==> config.mk <==
export PLATFORM = sky130hd
export DESIGN_NAME = hcs_queue
export DESIGN_NICKNAME = d
export VERILOG_FILES = /design/src/hcs_pkg.sv /design/src/hcs_queue.sv
export VERILOG_INCLUDE_DIRS = /design/src /design/src/src
export SDC_FILE = /design/constraint.sdc
export NUM_CORES = 1
export LEC_CHECK = 0
export BUFFER_PORTS_ARGS = -buffer_cell sky130_fd_sc_hd__buf_2
export CAP_MARGIN = 20
export CELL_PAD_IN_SITES_DETAIL_PLACEMENT = 0
export CELL_PAD_IN_SITES_GLOBAL_PLACEMENT = 1
export CORE_AREA = 8 8 298 300
export DETAILED_ROUTE_END_ITERATION = 10
export DIE_AREA = 0 0 306 308
export PLACE_DENSITY = 0.64
export SYNTH_ARGS = -nofsm -noshare
export SYNTH_HDL_FRONTEND = slang
export SYNTH_SLANG_ARGS = --single-unit
==> constraint.sdc <==
create_clock -name i_clk -period 32.3 [get_ports i_clk]
set_clock_uncertainty 0.1 [all_clocks]
set_input_delay 8.075 -clock i_clk [delete_from_list [all_inputs] [get_ports i_clk]]
set_output_delay 8.075 -clock i_clk [all_outputs]
set_load 0.02 [all_outputs]
==> src/hermite_curve_sampler_assert.svh <==
// ----------------------------------------------------------------------------
// Assertion macros for the Hermite curve sampler
// Shared concurrent assertion forms, clocked and gated by the reset.
// ----------------------------------------------------------------------------
`ifndef HERMITE_CURVE_SAMPLER_ASSERT_SVH
`define HERMITE_CURVE_SAMPLER_ASSERT_SVH

// Property holds at every edge outside reset
`define HCS_ASSERT(label, clk, rst_n, prop, msg) \
    label: assert property (@(posedge clk) disable iff (!rst_n) (prop)) \
        else $error(msg);

// Antecedent implies consequent on the same edge
`define HCS_ASSERT_IMP(label, clk, rst_n, ante, cons, msg) \
    label: assert property (@(posedge clk) disable iff (!rst_n) (ante) |-> (cons)) \
        else $error(msg);

`endif

==> src/hcs_pkg.sv <==
// ----------------------------------------------------------------------------
// hcs_pkg
// Constants and types shared by the curve sampler modules.
// ----------------------------------------------------------------------------
`default_nettype none

package hcs_pkg;

    localparam int HCS_MAX_POINTS = 64;
    localparam int HCS_PC_W       = 7;
    localparam logic [HCS_PC_W-1:0] HCS_PC_RESET = 7'd16;
    localparam int HCS_Q_DEPTH    = 2;

    // three Q16.16 coordinates, index 0 is x
    typedef logic [2:0][31:0] t_vec;

    // cubic Bezier control points of one segment
    typedef struct packed {
        t_vec p0;
        t_vec p1;
        t_vec p2;
        t_vec p3;
    } t_ctrl;

    typedef struct packed {
        logic full;
        logic not_empty;
    } t_q_stat;

endpackage

`default_nettype wire

==> src/hcs_queue.sv <==
// ----------------------------------------------------------------------------
// hcs_queue
// Two-entry queue of control point sets between front and back.
// ----------------------------------------------------------------------------
`default_nettype none

module hcs_queue
    import hcs_pkg::*;
(
    input  wire logic  i_clk,
    input  wire logic  i_rst_n,
    input  wire logic  i_push,
    input  wire t_ctrl i_data,
    input  wire logic  i_pop,
    output t_q_stat    o_stat,
    output t_ctrl      o_head
);

    `include "hermite_curve_sampler_assert.svh"

    t_ctrl      r_mem [HCS_Q_DEPTH];
    logic       r_wp, r_rp;
    logic [1:0] r_cnt;

    always_ff @(posedge i_clk) begin
        if (!i_rst_n) begin
            r_wp  <= 1'b0;
            r_rp  <= 1'b0;
            r_cnt <= 2'd0;
        end else begin
            if (i_push) begin
                r_mem[r_wp] <= i_data;
                r_wp        <= ~r_wp;
            end
            if (i_pop) begin
                r_rp <= ~r_rp;
            end
            if (i_push && !i_pop) begin
                r_cnt <= r_cnt + 2'd1;
            end else if (i_pop && !i_push) begin
                r_cnt <= r_cnt - 2'd1;
            end
        end
    end

    assign o_stat.full      = (r_cnt == 2'(HCS_Q_DEPTH));
    assign o_stat.not_empty = (r_cnt != 2'd0);
    assign o_head           = r_mem[r_rp];

    `HCS_ASSERT_IMP(a_no_push_full, i_clk, i_rst_n, i_push, r_cnt != 2'(HCS_Q_DEPTH), "push into full queue")
    `HCS_ASSERT_IMP(a_no_pop_empty, i_clk, i_rst_n, i_pop, r_cnt != 2'd0, "pop from empty queue")

endmodule

`default_nettype wire

==> impl_metrics.csv <==
group,metric,value,unit
critical_path,critPathMaxStageDelay,0.84,ns
die,start_util,0.3502,
timing,fmax,73.57,MHz
finish,final_common_cell,"buf_2",
routing,drt_iter0_markers,932,
clock_network,cts_tree,"yes",
critical_path,cp.required,24.13,ns
hold_path,hold_end,"r_cnt[1]",
timing,slew_headroom,0.1628,
clock_network,clock_latency,0.59,ns
critical_path,arrival,5.42,ns
clock_network,clock_path_buffers,3,
timing,finalCritPeriodShare,0.4208,
critical_path,critPathKind,"register to output port",
routing,drt-vias-per-instance,4.532,
timing,min_period,13.59,ns
finish,finalCoreUtilization,0.4402,
critical_path,cp-end-kind,"output port",
logic_synthesis,synth.area.top_cells,"edfxtp_1 78%, mux2_4 18%, buf_6 1.1%",
critical_path,rrSetupSlack,28.36,ns
critical_path,cp_common_cell,"buf_4",
outcome,status,"finished, final reports clean",
timing,tightest_slew,1.256,ns
timing,fin_setup_tns,0,ns
timing,finalMaxSlewViolations,0,
timing,layout_setup_ws,18.71,ns
die,io_pins,774,
logic_synthesis,synth_nets,1607,
place,routabilityCongestion,0.7707,
critical_path,slowest_stage,"buf_4",
finish,final_nets,2439,
logic_synthesis,synth_cell_types,21,
hold_path,min-delay-start,"r_cnt[1]",
routing,drt.antenna.violating_nets,0,
critical_path,cp_max_fo,52,
routing,post-route-drc-count,0,
place,dp_hpwl,53990,um
critical_path,timing.rr.start,"r_wp",
logic_synthesis,avgSynthCellArea,24.21,sq um
die,die_h,308,um
grt,grt_pass1_vias,16060,
finish,synthToLayoutAreaGrowth,25.71,%
logic_synthesis,syn_area,29490,sq um
logic_synthesis,syn_inst,1218,
logic_synthesis,synth.yosys.seq_area_share,0.7854,
finish,final_cell_mix,"773 x buf_2, 768 x edfxtp_1, 360 x mux2_4",
critical_path,crit_chain,"buf_4 -> buf_4 -> buf_4 -> buf_4 -> mux2_4 -> buf_2",
job,drv_cap,0,
clock_network,clock-root-buffer,"clkbuf_16",
routing,vias,14660,
clock_network,postCtsHoldBufs,0,
die,die-width,306,um
timing,finalSetupViolations,0,
clock_network,clock_sinks,773,
timing,rsz0062_at_grt,"no",
die,dieArea,94250,sq um
place,port_buffers,773,
clock_network,cts_inserted_buffers,83,
grt,antenna_found_initial,41,
clock_network,post_cts_buffers,0,
clock_network,cts-resized-gates,0,
timing,hold_violations,0,
clock_network,cts.clk_slew.worst_paths,0.06,ns
critical_path,rr_endpoint,"r_mem[0][178]",
die,coreArea,84210,sq um
die,row_count,107,
critical_path,worstRegToRegCells,4,
routing,dr.pass1.iters,4,
logic_synthesis,synth_seq_cells,773,
logic_synthesis,synth_top_area_share,0.7820,
clock_network,cts.htree.levels,3,
pwr,p_leak,14.35,nW
grt,grt_start_max_net_pins,161,
critical_path,start_kind,"register",
routing,wl_per_cell,23.07,um
grt,gr-total-overflow,0,
pwr,cellPowerDensity,62.94,nW/um^2
grt,track_usage,0.1501,
logic_synthesis,synth_top_area_cell,"edfxtp_1",
pwr,ir_worst_vdd,0.00005359,V
grt,grt_pass1_wl,105300,um
hold_path,whs_path_depth,2,
logic_synthesis,yosys_warnings,0,
place,place_ws,19.22,ns
routing,drt_wl_total,74640,um
finish,drive_gt1_frac,0.6080,
hold_path,hold_class,"register to register",
==> critical path, delay by kind of cell (launching register included) <==
family | cells | cell delay (ns)
flops | 1 | 0.80
mux | 1 | 0.35
buf+inv | 5 | 3.38
==> power by group <==
part | leakage (nW) | internal [W] | switching (W)
clock | 1.26 | 0.000519 | 0.000379
sequential | 7.10 | 0.00115 | 0.0000126
combinational | 6.00 | 0.000120 | 0.000155
total | 14.3 | 0.00179 | 0.000546
==> cells in the mapped netlist (all sizes together) <==
| cell type | number |
|---|---|
| buf | 43 |
| nand2 | 1 |
| and2 | 4 |
| dfxtp | 5 |
| and3 | 1 |
| o21ai | 1 |
| or2 | 1 |
| nor2 | 1 |
| edfxtp | 768 |
| ha | 1 |
| xor2 | 3 |
| mux2 | 384 |
| a21boi | 1 |
| xnor2 | 1 |
| or3 | 1 |
| nor2b | 1 |
| inv | 1 |
==> kinds of logic after synthesis <==
kind of cell    share of synthesized area
xor+xnor                         0.001188
fa+ha+maj                       0.0004242
simple gates                     0.001952
mux                                0.1925
flops                              0.7854
compound gates                  0.0004242
buf+inv                           0.01812
==> metrics by stage <==
| stage | cells | instance area, sq um | hold WS (ns) | total power [W] |
|---|---|---|---|---|
| final | 3235 | 37070 | 0.4235 | 0.002333 |
| after global routing | 3222 | 37040 | 0.4769 | 0.002419 |
| after CTS | 3204 | 36970 | 0.4262 | 0.002368 |
| after detailed placement | 3054 | 34370 | 0.4068 | 0.001462 |
| after global placement | 3053 | 34350 | 0.3889 | 0.001457 |
| after floorplan | 1218 | 29490 | 0.3678 | 0.001383 |
==> metal layers <==
metal,vias to the layer above,track usage,routed length (um)
met4,30,0.05864,2462
met5,-,0,211
met2,633,0.2626,37970
met3,156,0.07905,8614
met1,7261,0.1503,25380
li1,6582,-,-
==> registers in the layout, indices dropped and copies added (netlist names), named ones only <==
signal and count:
r_mem 768, r_cnt 2, r_rp 1, r_wp 1
==> how the worst max path moves through the flow <==
stage	to	slack [ns]	depth (start not counted)
detailed placement	o_head[116]	19.22	6
global placement	o_head[349]	19.30	6
global route	o_head[77]	18.35	6
finish	o_head[116]	18.71	6
CTS	o_head[116]	18.53	6
floorplan	r_mem[0][0]	6.83	2
==> cell type report <==
type | instances | area, sq um
Antenna cell | 30 | 75.07
Tap cell | 1090 | 1364
Sequential cell | 773 | 23170
Fill cell | 7381 | 47140
Clock buffer | 109 | 2216
Clock inverter | 41 | 380.4
Inverter | 1 | 3.754
Multi-Input combinational cell | 401 | 5806
Timing Repair Buffer | 790 | 4061
Power figures use the tool's default switching activity.
